`config.mk`:
```
export PLATFORM = sky130hd
export DESIGN_NAME = telnet_iac_stripper_core
export DESIGN_NICKNAME = d
export VERILOG_FILES = /design/src/tis_pkg.sv /design/src/tis_parser.sv /design/src/telnet_iac_stripper_core.sv
export SDC_FILE = /design/constraint.sdc
export NUM_CORES = 1
export LEC_CHECK = 0
export BUFFER_PORTS_ARGS = -buffer_cell sky130_fd_sc_hd__buf_4
export CAP_MARGIN = 20
export CORE_UTILIZATION = 57
export DETAILED_ROUTE_END_ITERATION = 16
export MAX_ROUTING_LAYER = met4
export PLACE_DENSITY = 0.76
export SETUP_SLACK_MARGIN = 0.3
export SLEW_MARGIN = 5
export SYNTH_ARGS = -nofsm -noshare
export SYNTH_HDL_FRONTEND = slang
export SYNTH_HIERARCHICAL = 1
export SYNTH_SLANG_ARGS = --single-unit
export TNS_END_PERCENT = 1
```
`constraint.sdc`:
```
create_clock -name clk -period 3.4 [get_ports clk]
set_input_delay 0 -clock clk [delete_from_list [all_inputs] [get_ports clk]]
set_output_delay 0 -clock clk [all_outputs]
set_load 0.05 [all_outputs]
```
`src/tis_pkg.sv`:
```
package tis_pkg;

  localparam logic [7:0] T_IAC  = 8'hFF;
  localparam logic [7:0] T_DONT = 8'hFE;
  localparam logic [7:0] T_DO   = 8'hFD;
  localparam logic [7:0] T_WONT = 8'hFC;
  localparam logic [7:0] T_WILL = 8'hFB;
  localparam logic [7:0] T_SB   = 8'hFA;
  localparam logic [7:0] T_SE   = 8'hF0;
  localparam logic [7:0] T_NAWS = 8'h1F;

  localparam int unsigned NAWS_LEN   = 12;
  localparam int unsigned NAWS_IDX_W = $clog2(NAWS_LEN);
  localparam logic [NAWS_IDX_W-1:0] NAWS_LAST = NAWS_IDX_W'(NAWS_LEN - 1);

  localparam logic        REG_COLUMNS   = 1'b0;
  localparam logic        REG_ROWS      = 1'b1;
  localparam logic [15:0] COLUMNS_RESET = 16'd80;
  localparam logic [15:0] ROWS_RESET    = 16'd24;

  typedef enum logic [4:0] {
    PH_NORMAL = 5'b00001,
    PH_IAC    = 5'b00010,
    PH_OPT    = 5'b00100,
    PH_SUB    = 5'b01000,
    PH_SUBIAC = 5'b10000
  } phase_t;

  typedef struct packed {
    logic       valid;
    logic       naws;
    logic [7:0] data;
  } emit_t;

  function automatic logic [7:0] naws_byte(input logic [NAWS_IDX_W-1:0] idx,
                                           input logic [15:0] cols,
                                           input logic [15:0] rows);
    logic [7:0] b;
    case (idx)
      4'd0:    b = T_IAC;
      4'd1:    b = T_WILL;
      4'd2:    b = T_NAWS;
      4'd3:    b = T_IAC;
      4'd4:    b = T_SB;
      4'd5:    b = T_NAWS;
      4'd6:    b = cols[15:8];
      4'd7:    b = cols[7:0];
      4'd8:    b = rows[15:8];
      4'd9:    b = rows[7:0];
      4'd10:   b = T_IAC;
      4'd11:   b = T_SE;
      default: b = T_SE;
    endcase
    return b;
  endfunction

endpackage

```
`src/tis_parser.sv`:
```
module tis_parser
  import tis_pkg::*;
(
  input  logic       clk,
  input  logic       rst,
  input  logic       accept,
  input  logic [7:0] server_byte,
  output emit_t      emit
);

  phase_t     phase, phase_next;
  logic [7:0] verb, verb_next;

  always_comb begin
    phase_next = phase;
    verb_next  = verb;
    emit       = '{valid: 1'b0, naws: 1'b0, data: server_byte};
    case (phase)
      PH_IAC: begin
        if (server_byte == T_IAC) begin
          emit.valid = 1'b1;
          phase_next = PH_NORMAL;
        end else if (server_byte == T_SB) begin
          phase_next = PH_SUB;
        end else if (server_byte == T_WILL || server_byte == T_WONT ||
                     server_byte == T_DO || server_byte == T_DONT) begin
          verb_next  = server_byte;
          phase_next = PH_OPT;
        end else begin
          phase_next = PH_NORMAL;
        end
      end
      PH_OPT: begin
        if (verb == T_DO && server_byte == T_NAWS) begin
          emit.valid = 1'b1;
          emit.naws  = 1'b1;
        end
        phase_next = PH_NORMAL;
      end
      PH_SUB: begin
        if (server_byte == T_IAC) begin
          phase_next = PH_SUBIAC;
        end
      end
      PH_SUBIAC: begin
        phase_next = (server_byte == T_SE) ? PH_NORMAL : PH_SUB;
      end
      default: begin
        if (server_byte == T_IAC) begin
          phase_next = PH_IAC;
        end else begin
          emit.valid = 1'b1;
          phase_next = PH_NORMAL;
        end
      end
    endcase
  end

  always_ff @(posedge clk) begin
    if (rst) begin
      phase <= PH_NORMAL;
      verb  <= 8'd0;
    end else if (accept) begin
      phase <= phase_next;
      verb  <= verb_next;
    end
  end

endmodule

```
`src/telnet_iac_stripper_core.sv`:
```
// Telnet command stripper: takes one server byte per transfer and passes plain
// data to the terminal (to_server = 0), folding IAC IAC into one 0xFF and
// dropping commands, option negotiation and subnegotiation. A DO NAWS request
// produces the 12-byte window-size reply toward the server (to_server = 1)
// built from window_columns (register 0) and window_rows (register 1).
// With out_ready held high one byte is taken every cycle; a byte is parsed in
// the cycle it is accepted and its result sits in the output register the next
// cycle. A window-size reply holds the input off while the output register
// steps through the reply. last_of_run marks the final result of each input
// byte.
module telnet_iac_stripper_core
  import tis_pkg::*;
(
  input  logic        clk,
  input  logic        rst,
  input  logic        cfg_we,
  input  logic        cfg_index,
  input  logic [15:0] cfg_data,
  input  logic        in_valid,
  output logic        in_ready,
  input  logic [7:0]  server_byte,
  output logic        out_valid,
  input  logic        out_ready,
  output logic        to_server,
  output logic [7:0]  out_byte,
  output logic        last_of_run
);

  logic [15:0]           window_columns;
  logic [15:0]           window_rows;
  logic                  out_naws;
  logic [7:0]            out_data;
  logic [NAWS_IDX_W-1:0] naws_idx;
  logic                  accept;
  emit_t                 emit;

  tis_parser u_parser (
    .clk         (clk),
    .rst         (rst),
    .accept      (accept),
    .server_byte (server_byte),
    .emit        (emit)
  );

  assign last_of_run = !out_naws || (naws_idx == NAWS_LAST);
  assign in_ready    = !out_valid || (out_ready && last_of_run);
  assign accept      = in_valid && in_ready;
  assign to_server   = out_naws;
  assign out_byte    = out_naws ? naws_byte(naws_idx, window_columns, window_rows) : out_data;

  always_ff @(posedge clk) begin
    if (rst) begin
      window_columns <= COLUMNS_RESET;
      window_rows    <= ROWS_RESET;
    end else if (cfg_we) begin
      case (cfg_index)
        REG_COLUMNS: window_columns <= cfg_data;
        REG_ROWS:    window_rows    <= cfg_data;
        default:     window_rows    <= window_rows;
      endcase
    end
  end

  // output register and reply sequencer
  always_ff @(posedge clk) begin
    if (rst) begin
      out_valid <= 1'b0;
      out_naws  <= 1'b0;
      naws_idx  <= '0;
    end else if (accept) begin
      out_valid <= emit.valid;
      out_naws  <= emit.naws;
      naws_idx  <= '0;
    end else if (out_valid && out_ready) begin
      if (last_of_run) begin
        out_valid <= 1'b0;
      end else begin
        naws_idx <= naws_idx + 1'b1;
      end
    end
  end

  always_ff @(posedge clk) begin
    if (accept) begin
      out_data <= emit.data;
    end
  end

endmodule

```
* Yosys cells after proc, flatten, opt, wreduce, memory -nomap -nowiden
Cells that the tools add are included.
** Storage, ports and cells
- Register bits :: 59
- Bits of input ports :: 30
- Output and inout port bits :: 12
- Word-level logic and storage cells :: 79
** Operators by class
- Add/sub/neg operators :: 1
- Eq/ne operators :: 25
- Multiplexer cells :: 17
- Bitwise logic cells :: 4
- Reductions and logical operators :: 24
** Operators by type and width (number)
- 8-bit equality test, second input constant :: 8
- 8-bit case mux with 8 select lines :: 1
- 5-bit case mux with 4 select lines :: 1
- 4-bit by 3-bit equality test with 1-bit output, second input constant :: 4
- 4-bit equality test, second input constant :: 4
- 5-bit 2-to-1 mux :: 2
- 2-bit AND reduction :: 5
- 4-bit by 2-bit equality test with 1-bit output, second input constant :: 2
- 8-bit by 5-bit equality test with 1-bit output, second input constant :: 1
- 4-bit 2-to-1 mux :: 2
- 8-bit 2-to-1 mux :: 1
- 1-bit 2-to-1 mux :: 6
- 2-bit OR reduction :: 3
- 5-bit by 2-bit equality test with 1-bit output, second input constant :: 1
- 5-bit by 3-bit equality test with 1-bit output, second input constant :: 1
- 5-bit by 4-bit equality test with 1-bit output, second input constant :: 1
- 5-bit equality test, second input constant :: 1
- 1-bit logical OR :: 5
- 5-bit AND reduction :: 1
- 4-bit by 1-bit adder with 4-bit output, second input constant :: 1
- 4-bit by 1-bit equality test with 1-bit output, second input constant :: 1
- 1-bit logical AND :: 4
- 4-bit logical NOT :: 1
- 2-bit 2-to-1 mux :: 2
- other kinds (7) :: 12

* Longest topological paths before layout
Gate-level depths: netlist of the first run.
- Word-level depth :: 8
- Gate-level depth with buffers :: 8
- Depth with buffers taken out :: 8

* Hierarchy
Netlist of the first run, hierarchy kept.
** Modules (own cells, without submodules)
- telnet_iac_stripper_core :: instances 1, cells each 252, area each 2173.3 µm², seq. area each 1001.0 µm²
- tis_parser :: instances 1, cells each 90, area each 755.7 µm², seq. area each 260.2 µm²

* Worst setup path after synthesis of the first run
Ideal clock, no wire load.
- Path type :: reg-to-reg
- From :: reg naws_idx[0]
- To :: reg u_parser.verb[0]
- Setup time :: 124 ps
- Arrival time :: 2399 ps
- Setup slack :: 877 ps
- Stages on the path, launching flop included :: 9
- Buffers on the path :: 0
- Period minus slack after synthesis :: 2523 ps
- Cell sequence :: dfxtp_1 > ha_1 > nand3b_1 > a21boi_0 > o21a_1 > inv_1 > nor4_4 > mux2i_1 > nor2_1
** On the way
- Word-level cells in the longest chain between the ends :: 6
** RTL lines
- from (decl) :: line telnet_iac_stripper_core.sv:33 : logic [NAWS_IDX_W-1:0] naws_idx;
- from (signal assigned) :: line telnet_iac_stripper_core.sv:78 : naws_idx <= naws_idx + 1'b1;
- 4-bit equality test :: line telnet_iac_stripper_core.sv:45 : assign last_of_run = !out_naws || (naws_idx == NAWS_LAST);
- 1-bit logical OR :: line telnet_iac_stripper_core.sv:45
- 1-bit logical AND :: line telnet_iac_stripper_core.sv:46 : assign in_ready = !out_valid || (out_ready && last_of_run);
- 1-bit logical OR :: line telnet_iac_stripper_core.sv:46
- 1-bit logical AND :: line telnet_iac_stripper_core.sv:47 : assign accept = in_valid && in_ready;
- via accept :: line telnet_iac_stripper_core.sv:34 : logic accept;
- 5-bit AND reduction (no source line)
- to (signal assigned) :: line tis_parser.sv:65 : verb <= verb_next;
- to (decl) :: line tis_parser.sv:12 : logic [7:0] verb, verb_next;
The timed path passes the listed nets, and every way through them passes these cells.
A chain may end at the register's enable or synchronous reset.

* Worst setup path in the final report of the first run
- From :: reg naws_idx[0]
- To :: reg u_parser.verb[2]
Same word-level chain as after synthesis.

==> results of run 1 <==
worst max-delay path by stage:
stage	to	cells past startpoint	slack [ps]
final	u_parser/verb[2]$_SDFFE_PP0P_	8	690
after global routing	u_parser/verb[2]$_SDFFE_PP0P_	8	480
after CTS	u_parser/verb[2]$_SDFFE_PP0P_	8	690
after global placement	u_parser/verb[1]$_SDFFE_PP0P_	8	830
after detailed placement	u_parser/verb[2]$_SDFFE_PP0P_	8	720
after floorplan	u_parser/verb[0]$_SDFFE_PP0P_	8	880
power by group through the flow:
stage          combinational (mW)  sequential, mW  clock, mW
3_3_place_gp                0.150           0.765          0
5_1_grt                     0.193           0.753      0.608
4_1_cts                     0.175           0.750      0.570
2_1_floorplan              0.0962           0.763          0
6_report                    0.177           0.751      0.563
3_5_place_dp                0.151           0.766          0
per-layer routing:
layer | part of all wire, % | vias to the layer above | GRT usage, %
met5 | 0 | - | -
met4 | 1.0 | 0 | 11.11
met3 | 5.0 | 8 | 4.938
met2 | 47 | 79 | 45.97
met1 | 47 | 1259 | 40.77
li1 | - | 1298 | -
sequential cells by signal (all words and copies together) (netlist names):
signal          cells
out_data            8
to_server           1
window_rows        16
u_parser/phase      5
out_valid           1
window_columns     16
u_parser/verb       8
naws_idx            4
cells in the mapped netlist (3+ instances only):
| library cell | instances |
|---|---|
| o21ai_0 | 4 |
| nand3_1 | 5 |
| nand2b_1 | 8 |
| nand2_1 | 74 |
| o22ai_1 | 6 |
| nand3b_1 | 6 |
| nor3_1 | 8 |
| buf_2 | 5 |
| o22a_1 | 8 |
| ha_1 | 4 |
| nor2_1 | 26 |
| a21oi_1 | 35 |
| a31oi_1 | 3 |
| edfxtp_1 | 8 |
| mux2i_1 | 5 |
| a22oi_1 | 13 |
| buf_4 | 8 |
| inv_1 | 5 |
| clkbuf_1 | 10 |
| clkbuf_8 | 3 |
| dfxtp_1 | 51 |
timing repair:
action,4_1_cts,5_1_grt
endpoints found under the setup margin,0,0
hold buffers,25,0
endpoints found under the hold margin,44,0
cells by family after synthesis:
kind of cell | after synthesis | synth area share [%]
and+or+nand+nor | 148 | 24.95
muxes | 5 | 1.709
buffers and inverters | 34 | 7.305
adders and majority gates | 4 | 1.709
DFF | 59 | 43.06
xor gates and xnor gates | 4 | 1.196
AOI/OAI and AO/OA | 88 | 20.08
area by class of cell:
cell class                      instances  area (um^2)
Clock buffer                           14        162.7
Clock inverter                          2        10.01
Fill cell                             400         1285
Inverter                                5        18.77
Multi-Input combinational cell        249         1454
Sequential cell                        59         1261
Tap cell                               67        83.83
Timing Repair Buffer                   68        573.1
stage by stage:
| step | setup slack (ps) | utilization, % | instances |
|---|---|---|---|
| floorplan | 877.0 | - | 342 |
| global placement | 830.9 | 64.62 | 422 |
| detailed placement | 719.7 | 64.62 | 422 |
| CTS | 691.1 | 73.34 | 463 |
| global route | 482.7 | 73.50 | 464 |
| finish | 691.1 | 73.50 | 464 |
worst reg2reg max path, cell delays in order (launching register included):
cell and delay (ps):
dfxtp_1 410, ha_1 530, nand3b_1 230, a21boi_0 250, o21a_1 150, inv_1 100, nor4_4 580, mux2i_1 260
nor2_1 50
==> impl.org, run 1 <==
** Outcome
- The run finished with clean final reports.

** Setup path
- The endpoint identified for the worst register-to-register timing path is u_parser/verb[2]$_SDFFE_PP0P_.
- Tracing the worst setup path back leads to its startpoint at naws_idx[0]$_SDFFE_PP0P_.
- Arrival time at the worst endpoint :: 2900 ps
- Crit. End Element :: register
- Counting both buffers and inverters, the worst setup path holds a total of 1.
- For the worst setup path, the data required time is 3590 ps.
- Maximum fanout along the worst path :: 14
- Worst setup path category :: reg2reg
- Critical path's largest stage delay :: 580 ps
- Among all stages on the critical path, the largest delay is contributed by nor4_4.
- In this run the critical register-to-register path is launched from naws_idx[0]$_SDFFE_PP0P_.
- The worst setup path is launched from a register.
- Worst R2R Path Depth :: 8
- Grouping stages by cell kind, the critical path spends the most delay in simple AND/OR/NAND/NOR gates.
- Traced cell by cell, the critical path runs through ha_1 -> nand3b_1 -> a21boi_0 -> o21a_1 -> inv_1 -> nor4_4 -> mux2i_1 -> nor2_1.
- For flop-to-flop paths, the worst setup slack is 690 ps.

** Clock tree
- Buffer type at the clock tree root :: clkbuf_8
- Clock transition at path regs :: 70 ps
- Counting along the longest clock path gives a buffer depth of 2.
- TritonCTS built the clock tree.
- Number of H-tree levels :: 3
- Clock sinks :: 59
- Worst skew pair latency :: 330 ps
- After clock tree synthesis, the setup repair step added 0 buffers.
- The number of gates resized after CTS was 0.
- TritonCTS created 9 clock buffers.

** Pwr
- Power share of the combinational group :: 11.9%
- Leakage power total :: 1.306 nW
- Fraction of power consumed by sequential logic :: 50.3%
- The analysis attributes to net switching a power of 0.3764 mW.
- Switching power share of the total :: 25.24%
- Power spread over the standard cell area amounts to 418.5 nW/um^2.
- In this run, the clock network consumes 37.8% of the power.
- The completed layout was analyzed and its total power is 1.491 mW.
- The internal power of the cells totals 1.115 mW.
- Peak supply drop :: 342.2 uV

** Floorplanning
- Area of the core :: 4848 um^2
- The initial utilization of the core area, before any placement, comes to 60.41%.
- Height of the chip :: 73.69 um
- The floorplan step defined a die boundary enclosing 5429 um^2.
- Placement row count :: 25
- In this run the count of I/O pins placed on the die edge is 42.
- Measured along the x axis, the die boundary spans 73.69 um.

** Detailed routing
- Using the TritonRoute via totals, the vias-per-cell ratio works out to 5.698.
- After the first detailed-routing iteration, the DRC count stood at 234.
- Before antenna repair, the detailed router went through 4 iterations.
- Detailed-route wire length :: 7146 um
- Remaining design rule violation count :: 0
- Once detail routing completed, the nets flagged for antenna violations numbered 0.
- Post-DR wirelength/cell :: 15.40 um
- Via count of the routed design :: 2644

** Global route
- The via count of the first global-routing pass is 2461.
- First-pass GRT wire length :: 11990 um
- Entering global routing, the biggest net connects 52 pins.
- The initial antenna violation count was 0.
- Overall Global Routing Usage :: 30.35%
- Total global routing overflow :: 0

** Layout
- Layout cell share with drive strength beyond 1 :: 16.62%
- Leading cell types in the layout, fill and taps excluded :: nand2_1 (74), dfxtp_1 (51), buf_4 (43)
- Synth-to-layout area growth :: 21.66%
- Leading cell type in the layout, fill and taps excluded :: nand2_1
- Final design area excluding fillers :: 3563 um^2
- Number of nets in the layout :: 426
- Diode count :: 0

** Yosys
- The cell area that synthesis handed to floorplanning was 2929 um^2.
- Count of state elements after synthesis :: 59
- Of all cell types, the one taking the most synthesized area is dfxtp_1.
- EDFF count, synth :: 8
- The synthesized netlist contains 56 unique library cells.
- Average cell area after synthesis :: 8.565 um^2
- Sequential share of the synthesized area :: 43.06%
- Counting every net in the synthesized netlist gives 376.
- After synthesis, the largest area contributor takes up 34.86% of total cell area.
- Sorting the synthesized cells by area gives the leading types as dfxtp_1 (35%), nand2_1 (9.5%), edfxtp_1 (8.2%).
- During synthesis, Yosys emitted a total of 6 warnings.
- Prevailing post-synth register cell :: dfxtp_1
- Synthesized netlist cell count :: 342
- Synth async-reset ratio :: 0%

** Worst hold path
- The worst hold path begins at cfg_index.
- Worst min path class :: in2reg
- Counting instances, the worst hold path has a depth of 4.
- Hold Path End :: window_columns[9]$_SDFFE_PP0P_

** STA
- Fmax :: 369.2 MHz
- After layout, the worst path uses 79.67% of the clock period.
- For the final routed database, the setup TNS stands at 0 ps.
- On the final layout, the worst clock skew is 6.114 ps.
- Across all hold checks on the routed design, the worst slack comes to 19.60 ps.
- RSZ-0062 raised after global routing :: no
- Setup violators final :: 0
- The smallest clock period supported by the final layout is computed as 2709 ps.
- At the pin with the least slew margin, the transition time is 643.3 ps.
- The count of pins over their slew limit came to 0.
- Worst rel slew slack :: 57.11%
- The total count of hold-check failures in the final report was 0.

** Placement
- Routability-driven placement finished with a final weighted congestion of 0.9615.
- The HPWL after detailed placement is 4693 um.
- Summing all placed instances gives a cell area of 3133 um^2.
- Port buffering added 41 buffers.

** Job
- The tool flagged a number of max-cap violations equal to 0.
(Power assumes the default switching activity.)
==> run 2, diff against run 1 <==
--- a/config.mk
+++ b/config.mk
@@ -5,12 +5,13 @@
 export SDC_FILE = /design/constraint.sdc
 export NUM_CORES = 1
 export LEC_CHECK = 0
+export ABC_AREA = 1
 export BUFFER_PORTS_ARGS = -buffer_cell sky130_fd_sc_hd__buf_4
 export CAP_MARGIN = 20
-export CORE_UTILIZATION = 57
+export CORE_UTILIZATION = 52
 export DETAILED_ROUTE_END_ITERATION = 16
 export MAX_ROUTING_LAYER = met4
-export PLACE_DENSITY = 0.76
+export PLACE_DENSITY = 0.73
 export SETUP_SLACK_MARGIN = 0.3
 export SLEW_MARGIN = 5
 export SYNTH_ARGS = -nofsm -noshare
==> constraint.sdc (replaced) <==
create_clock -name clk -period 2.3 [get_ports clk]
set_input_delay 0 -clock clk [delete_from_list [all_inputs] [get_ports clk]]
set_output_delay 0 -clock clk [all_outputs]
set_load 0.05 [all_outputs]
==> run 2 against run 1 <==
Against the previous run:
- setup slack got worse by 380 ps
- critical endpoint is now out_byte[5]
- worst hold slack better by 6.3 ps
- die area rose by 20%
- register-to-register slack got worse by 230 ps
- critical path depth is 3 higher
==> impl.org, run 2 <==
** Outcome
- Run status: complete, no violations (unchanged).

** Pwr
- Pwr dens :: 619.3 nW/um^2 (was 418.5 nW/um^2)
- Peak supply drop :: 482.6 uV (was 342.2 uV)
- Proportion of power drawn by the clock network :: 39.0% (was 37.8%)
- Switching power share of the total :: 26.61% (was 25.24%)
- The part of the total power dissipated in combinational logic is 15.6% (was 11.9%).
- The leakage power summed over all cells is 1.800 nW (was 1.306 nW).
- The internal power consumption came to 1.830 mW (was 1.115 mW).
- The net switching power of the design came to 0.6632 mW (was 0.3764 mW).
- The portion of total power attributed to sequential cells came to 45.4% (was 50.3%).

** STA
- Final hold viol count :: 0 (unchanged)
- Derived from the worst setup path, the maximum achievable clock frequency is 503.8 MHz.
- The setup TNS after final layout was 0 ps (unchanged).
- Slew @ Worst Pin :: 571.5 ps (was 643.3 ps)
- The final setup violation count is 0 (unchanged).
- Hold slack :: 25.93 ps (was 19.60 ps)
- Portion of the clock cycle consumed by the worst path in the final layout :: 86.30%
- The relative slew slack is 61.86% (was 57.11%).
- Final critical path time including I/O delays and setup :: 1985 ps
- The count of pins over their slew limit came to 0 (unchanged).
- Worst clock skew on the final layout :: 6.250 ps (was 6.114 ps)
- RSZ-0062 raised after global routing: yes (was no).

** Layout
- The most common cell after layout, fill and taps aside is nor2_1 (was nand2_1).
- The antenna diode count came to 0 (unchanged).
- Largest registers in the final layout: window_columns: 16 flops, window_rows: 16 flops (unchanged).
- Post-Layout Cell Count :: 593 (was 464)
- The relative area change from synthesis to final layout came to 24.93% (was 21.66%).
- Number of nets in the layout :: 549 (was 426)
- Final design area excluding fillers :: 4025 um^2 (was 3563 um^2)
- Fraction of the core area covered by cells at the end of the flow :: 67.58% (was 73.50%)
- Leading cell types in the layout, fill and taps excluded :: nor2_1 (99), nand2_1 (96), dfxtp_1 (51) (was nand2_1 (74), dfxtp_1 (51), buf_4 (43))
- The fraction of layout cells with a size suffix above 1 is 24.13% (was 16.62%).

** Detailed routing
- Vias per cell :: 5.089 (was 5.698)
- The routed length per instance was 12.72 um (was 15.40 um).
- Post-route antenna net violation count :: 0 (unchanged)
- Via count of the routed design :: 3018 (was 2644)
- The number of detailed-route iterations in the first pass was 4 (unchanged).
- Initial DRC count :: 145 (was 234)
- The post-detailed-routing wire length came to 7540 um (was 7146 um).
- Remaining design rule violation count :: 0 (unchanged)

** Global route
- The overall fraction of global-route tracks in use is 25.87% (was 30.35%).
- Initial antenna violation count :: 0 (unchanged)
- The total grt overflow is 0 (unchanged).
- The maximum number of pins on one net before global-route repair is 36 (was 52).
- First-pass GRT wire length :: 12310 um (was 11990 um)
- Vias in the first global route :: 2804 (was 2461)

** Yosys
- The number of synthesized flops with an enable pin was 8 (unchanged).
- Top-count cell post-synth :: nor2_1 (was nand2_1)
- The share of the yosys chip area belonging to registers came to 39.15% (was 43.06%).
- Syn nets :: 482 (was 376)
- The total of flip-flops plus latches after synthesis is 59 (unchanged).
- Prevailing post-synth register cell :: dfxtp_1 (unchanged)
- Top cells by area, synth: dfxtp_1 (32%), nor2_1 (12%), nand2_1 (11%) (was dfxtp_1 (35%), nand2_1 (9.5%), edfxtp_1 (8.2%)).
- Count of cell types in the netlist :: 37 (was 56)
- Commonest cells post-synth :: nor2_1 (99), nand2_1 (96), dfxtp_1 (51) (was nand2_1 (74), dfxtp_1 (51), a21oi_1 (35))
- The share of async-settable or async-resettable flops after synthesis came to 0% (unchanged).
- The mean instance size in the synthesized netlist was 7.192 um^2 (was 8.565 um^2).
- The mapped cell area is 3222 um^2 (was 2929 um^2).
- Synthesized netlist cell count :: 448 (was 342)
- Largest area contributor in the synthesized netlist :: dfxtp_1 (unchanged)
- The area share of the largest cell type after synthesis came to 31.69% (was 34.86%).
- Syn. warnings :: 6 (unchanged)

** Placement
- The cell count after placement is 549 (was 422).
- HPWL reported at the end of detailed placement :: 5161 um (was 4693 um)
- The area after detailed placement came to 3527 um^2 (was 3133 um^2).
- Number of input and output port buffers inserted :: 41 (unchanged)
- Weighted congestion reported at the end of routability-driven placement :: 0.9493 (was 0.9615)

** Clock tree
- Number of buffers created by CTS :: 9 (unchanged)
- Buffer type at the clock tree root :: clkbuf_8 (unchanged)
- Clock sinks :: 59 (unchanged)
- CTS tree :: done (unchanged)
- Clock transition at path regs :: 60 ps (was 70 ps)
- Number of buffers on the longest clock path :: 2 (unchanged)
- The number of H-tree levels was 3 (unchanged).
- Worst skew pair latency :: 340 ps (was 330 ps)

** Setup path
- The launching element type of the critical path is a register (unchanged).
- Crit. End Element :: output port (was register)
- The signal arrival time at the worst endpoint is 1980 ps (was 2900 ps).
- Worst setup path category :: reg2out (was reg2reg)
- CP Data Required Time :: 2300 ps (was 3590 ps)
- The largest fanout of any net on the critical path is 6 (was 14).

** Floorplanning
- Horizontal die dimension :: 80.72 um (was 73.69 um)
- The placeable core region came to 5956 um^2 (was 4848 um^2).
- The area of the die is 6515 um^2 (was 5429 um^2).
- Starting density of the core :: 54.10% (was 60.41%)
- Top-level I/O count :: 42 (unchanged)
- Placement row count :: 28 (was 25)
- Height of the chip :: 80.72 um (was 73.69 um)

** Job
- The number of maximum-capacitance violations came to 0 (unchanged).

** Worst hold path
- The class of the worst hold path was in2reg (unchanged).
## run 2: critical path, cell delays in order (launching register included)
cell and delay [ps]:
dfxtp_1 350, inv_1 110, ha_2 250, nand3_1 140, inv_2 140, nand2_1 70, nand2_1 90, nor2_1 40
nand2_1 50, nor2_1 40, nor2_1 120, buf_4 220
## run 2: logic make-up after synthesis
family / Yosys count / synth area share, %
adder cells (fa/ha/maj): 4 / 1.553
XOR/XNOR: 2 / 0.5438
AND/OR/NAND/NOR: 269 / 40.00
AO/OA/AOI/OAI: 51 / 9.204
buffers and inverters: 63 / 9.553
flip-flops: 59 / 39.15
## run 2: final timing paths
kind	slack, ps	from	cells after the start	end
setup / recovery	320	naws_idx[0]$_SDFFE_PP0P_	11	out_byte[5]
hold / removal	30	out_ready	4	naws_idx[0]$_SDFFE_PP0P_
setup reg to reg	460	naws_idx[1]$_SDFFE_PP0P_	12	u_parser/verb[0]$_SDFFE_PP0P_
hold reg to reg	470	window_columns[6]$_SDFFE_PP1P_	2	window_columns[6]$_SDFFE_PP1P_
## run 2: routing by layer
metal	GRT usage, %	wire length, um
met5	-	0
met4	13.57	169
met3	4.773	328
met2	41.95	3601
met1	30.41	3441
## run 2: stage by stage
step | power, mW | setup WS, ps
2_1_floorplan | 1.384 | 303.6
3_3_place_gp | 1.492 | 336.5
3_5_place_dp | 1.498 | 259.0
4_1_cts | 2.503 | 276.0
5_1_grt | 2.592 | 195.9
6_report | 2.493 | 315.1
## run 2: cell type report
cell class | instances | area, um^2
clock buffer | 12 | 165.2
sequential | 59 | 1261
timing repair buffer | 75 | 628.1
inverter | 44 | 181.4
fill | 512 | 1931
multi-input combinational | 326 | 1660
tap | 75 | 93.84
clock inverter | 2 | 35.03
## run 2: what timing repair did
action	CTS	global route
endpoints found under the hold margin	52	0
gates resized for setup	2	2
buffers inserted	0	4
hold buffers	26	0
setup endpoints to repair	10	16
## run 2: power groups by stage
stage / Combinational [mW] / Sequential [mW] / Clock [mW]
CTS: 0.381 / 1.13 / 0.991
global placement: 0.339 / 1.15 / 0
global route: 0.427 / 1.14 / 1.03
finish: 0.389 / 1.13 / 0.972
floorplan: 0.229 / 1.16 / 0
detailed placement: 0.344 / 1.15 / 0
==> run 3, diff against run 2 <==
--- a/config.mk
+++ b/config.mk
@@ -6,12 +6,11 @@
 export NUM_CORES = 1
 export LEC_CHECK = 0
 export ABC_AREA = 1
-export BUFFER_PORTS_ARGS = -buffer_cell sky130_fd_sc_hd__buf_4
 export CAP_MARGIN = 20
-export CORE_UTILIZATION = 52
+export CORE_UTILIZATION = 57
 export DETAILED_ROUTE_END_ITERATION = 16
-export MAX_ROUTING_LAYER = met4
-export PLACE_DENSITY = 0.73
+export DONT_BUFFER_PORTS = 1
+export PLACE_DENSITY = 0.72
 export SETUP_SLACK_MARGIN = 0.3
 export SLEW_MARGIN = 5
 export SYNTH_ARGS = -nofsm -noshare
==> run 3 against run 2 <==
Against the previous run:
- worst hold slack gained 12 ps
- fmax down 0.57%
- die area decreased by 8.6%
- critical endpoint is now out_byte[2]
- critical path depth decreased by 1
- global-route usage up 1.8 points
==> impl.org, run 3 (synthesized netlist as in run 2, its figures left out) <==
** Outcome
- Run status: complete, no violations (unchanged).

** STA
- The final clock skew was 6.206 ps (was 6.250 ps).
- The relative slew slack came to 41.99% (was 61.86%).
- The final setup violation count is 0 (unchanged).
- RSZ-0062 raised after global routing :: yes (unchanged)
- The total count of hold-check failures in the final report was 0 (unchanged).
- Setup TNS :: 0 ps (unchanged)
- Hold slack :: 37.96 ps (was 25.93 ps)
- Final Max Slew Viols :: 0 (unchanged)
- Fmax :: 500.9 MHz (was 503.8 MHz)
- Portion of the clock cycle consumed by the worst path in the final layout :: 86.79% (was 86.30%)
- The post-layout minimum cycle time was 1996 ps (was 1985 ps).
- The transition at the pin with the smallest max-transition slack is 869.1 ps (was 571.5 ps).

** Global route
- Overall Global Routing Usage :: 27.69% (was 25.87%)
- The maximum number of pins on one net before global-route repair is 36 (unchanged).
- The total grt overflow was 0 (unchanged).
- The initial antenna violation count came to 0 (unchanged).
- The via count of the first global-routing pass was 2851 (was 2804).
- First-pass GRT wire length :: 13050 um (was 12310 um)

** Clock tree
- Number of buffers on the longest clock path :: 2 (unchanged)
- Buffer type at the clock tree root :: clkbuf_8 (unchanged)
- The CTS tree was done (unchanged).
- Worst skew pair latency :: 330 ps (was 340 ps)
- Clock transition at path regs :: 70 ps (was 60 ps)
- The number of sinks on the clock net is 59 (unchanged).
- The CTS buffer count came to 9 (unchanged).
- The number of H-tree levels was 3 (unchanged).

** Setup path
- The critical path start-end classification was reg2out (unchanged).
- The capture instance of the worst register-to-register path is u_parser/verb[0]$_SDFFE_PP0P_ (unchanged).
- Arrival time at the worst endpoint :: 2000 ps (was 1980 ps)
- Maximum fanout along the worst path :: 6 (unchanged)
- Critical path's largest stage delay :: 380 ps (was 350 ps)
- Critical Path Slowest Stage Cell :: nand2_1 (was dfxtp_1)
- Kind of start point of the critical path :: register (unchanged)
- Reg2reg setup slack :: 470 ps (was 460 ps)
- Critical Path Most Common Cell :: nand2_1
- R2R Path Start :: naws_idx[1]$_SDFFE_PP0P_ (unchanged)
- Worst R2R Path Depth :: 12 (unchanged)
- The required time of the critical path was 2300 ps (about the same).
- Critical Path, Cell by Cell: inv_1 -> ha_1 -> nand3_1 -> inv_2 -> nand2_1 -> nand2_1 -> inv_1 -> nand4_1 -> nand2_1 -> nand2_1 (was inv_1 -> ha_2 -> nand3_1 -> inv_2 -> nand2_1 -> nand2_1 -> nor2_1 -> nand2_1 -> nor2_1 -> nor2_1 -> buf_4).
- The endpoint class of the critical path is an output port (unchanged).

** Layout
- Largest registers in the final layout: window_columns: 16 flops, window_rows: 16 flops (unchanged).
- Diode count :: 0 (unchanged)
- The number of nets in the final layout is 517 (was 549).
- Leading cell types in the layout, fill and taps excluded :: nor2_1 (99), nand2_1 (95), dfxtp_1 (50) (was nor2_1 (99), nand2_1 (96), dfxtp_1 (51))
- The most common cell after layout, fill and taps aside is nor2_1 (unchanged).
- Post-Layout Cell Count :: 560 (was 593)
- The number of fillers in the final layout came to 474 (was 512).
- Layout cell share with drive strength beyond 1 :: 18.65% (was 24.13%)
- The relative area change from synthesis to final layout was 18.52% (was 24.93%).

** Floorplanning
- Horizontal die dimension :: 77.18 um (was 80.72 um)
- The placeable core region came to 5473 um^2 (was 5956 um^2).
- Total die area :: 5957 um^2 (was 6515 um^2)
- The height of the chip came to 77.18 um (was 80.72 um).
- The number of top-level pins was 42 (unchanged).
- Placement row count :: 27 (was 28)
- Starting density of the core :: 58.87% (was 54.10%)

** Job
- Number of maximum-capacitance constraint violations :: 0 (unchanged)

** Pwr
- The leakage power summed over all cells is 1.662 nW (was 1.800 nW).
- The worst-case vdd ir drop is 365.7 uV (was 482.6 uV).
- Pwr dens :: 668.3 nW/um^2 (was 619.3 nW/um^2)

** Detailed routing
- Post-DR wirelength/cell :: 13.60 um (was 12.72 um)
- The per-cell via count in the routed design was 5.211 (was 5.089).
- The number of DRC violations after detailed-routing iteration 0 was 168 (was 145).
- The via total after detailed routing was 2918 (was 3018).
- The post-route antenna net violation count was 0 (unchanged).
- Remaining design rule violation count :: 0 (unchanged)
- The post-detailed-routing wire length is 7618 um (was 7540 um).
- Detailed Routing Iterations Pass 1 :: 4 (unchanged)

** Worst hold path
- Hold Path End :: to_server$_SDFFE_PP0P_ (was naws_idx[0]$_SDFFE_PP0P_)
- The hold path startpoint is server_byte[7] (was out_ready).
- Worst min path class :: in2reg (unchanged)
- Number of cells on the worst hold path :: 5 (was 4)

** Placement
- Number of input and output port buffers inserted :: 0 (was 41)
- Placed Cells incl. Taps :: 514 (was 549)
- Weighted congestion reported at the end of routability-driven placement :: 0.9151 (was 0.9493)
- HPWL reported at the end of detailed placement :: 5121 um (was 5161 um)
==> run 3: power by group <==
part / internal [mW] / switching (mW)
clock network: 0.664 / 0.419
logic: 0.116 / 0.224
registers: 1.10 / 0.0292
total: 1.88 / 0.672
==> run 3: critical path: cells and delay by family (launching register included) <==
kind / cells / cell delay (ps)
adder cells (fa/ha/maj): 1 / 260
buffers and inverters: 3 / 270
flip-flops: 1 / 350
AND/OR/NAND/NOR: 6 / 770
==> run 3: per-stage QoR <==
stage	power, mW	area (um^2)	util, %	setup WS (ps)
6_report	2.552	3819	69.78	303.7
5_1_grt	2.657	3819	69.78	169.5
4_1_cts	2.562	3787	69.20	260.0
3_5_place_dp	1.432	3283	59.99	301.0
3_3_place_gp	1.425	3283	59.99	379.5
2_1_floorplan	1.384	3226	-	303.6
==> run 3: area by class of cell <==
class,instances,area (um^2),area share [%]
multi-input combinational,326,1660,43.48
inverter,44,181.4,4.751
clock buffer,14,195.2,5.111
tap,72,90.09,2.359
timing repair buffer,43,392.9,10.29
sequential,59,1262,33.06
clock inverter,2,36.28,0.9502
==> run 3: how the worst max path moves through the flow <==
stage               slack [ps]                startpoint  cells after the start                       endpoint
floorplan                  300    to_server$_SDFFE_PP0P_                     10  u_parser/verb[0]$_SDFFE_PP0P_
global placement           380  naws_idx[0]$_SDFFE_PP0P_                     12  u_parser/verb[0]$_SDFFE_PP0P_
detailed placement         300  naws_idx[0]$_SDFFE_PP0P_                     12  u_parser/verb[1]$_SDFFE_PP0P_
CTS                        260  naws_idx[0]$_SDFFE_PP0P_                      9                    out_byte[2]
global route               170  naws_idx[0]$_SDFFE_PP0P_                     10                    out_byte[2]
finish                     300  naws_idx[0]$_SDFFE_PP0P_                     10                    out_byte[2]
==> run 3: what timing repair did <==
| action | in CTS | in global routing |
|---|---|---|
| endpoints found under the setup margin | 11 | 17 |
| hold buffers | 27 | 1 |
| setup buffers | 0 | 2 |
| hold endpoints to repair | 59 | 11 |
| resized for setup | 1 | 3 |
==> run 3: per-layer routing <==
metal	share of wire [%]	vias to the layer above	global-route usage (%)
met2	51	68	46.55
met4	1.5	0	10.75
met1	43	1354	33.46
met5	0	-	0
met3	4.2	10	7.381
li1	-	1486	-
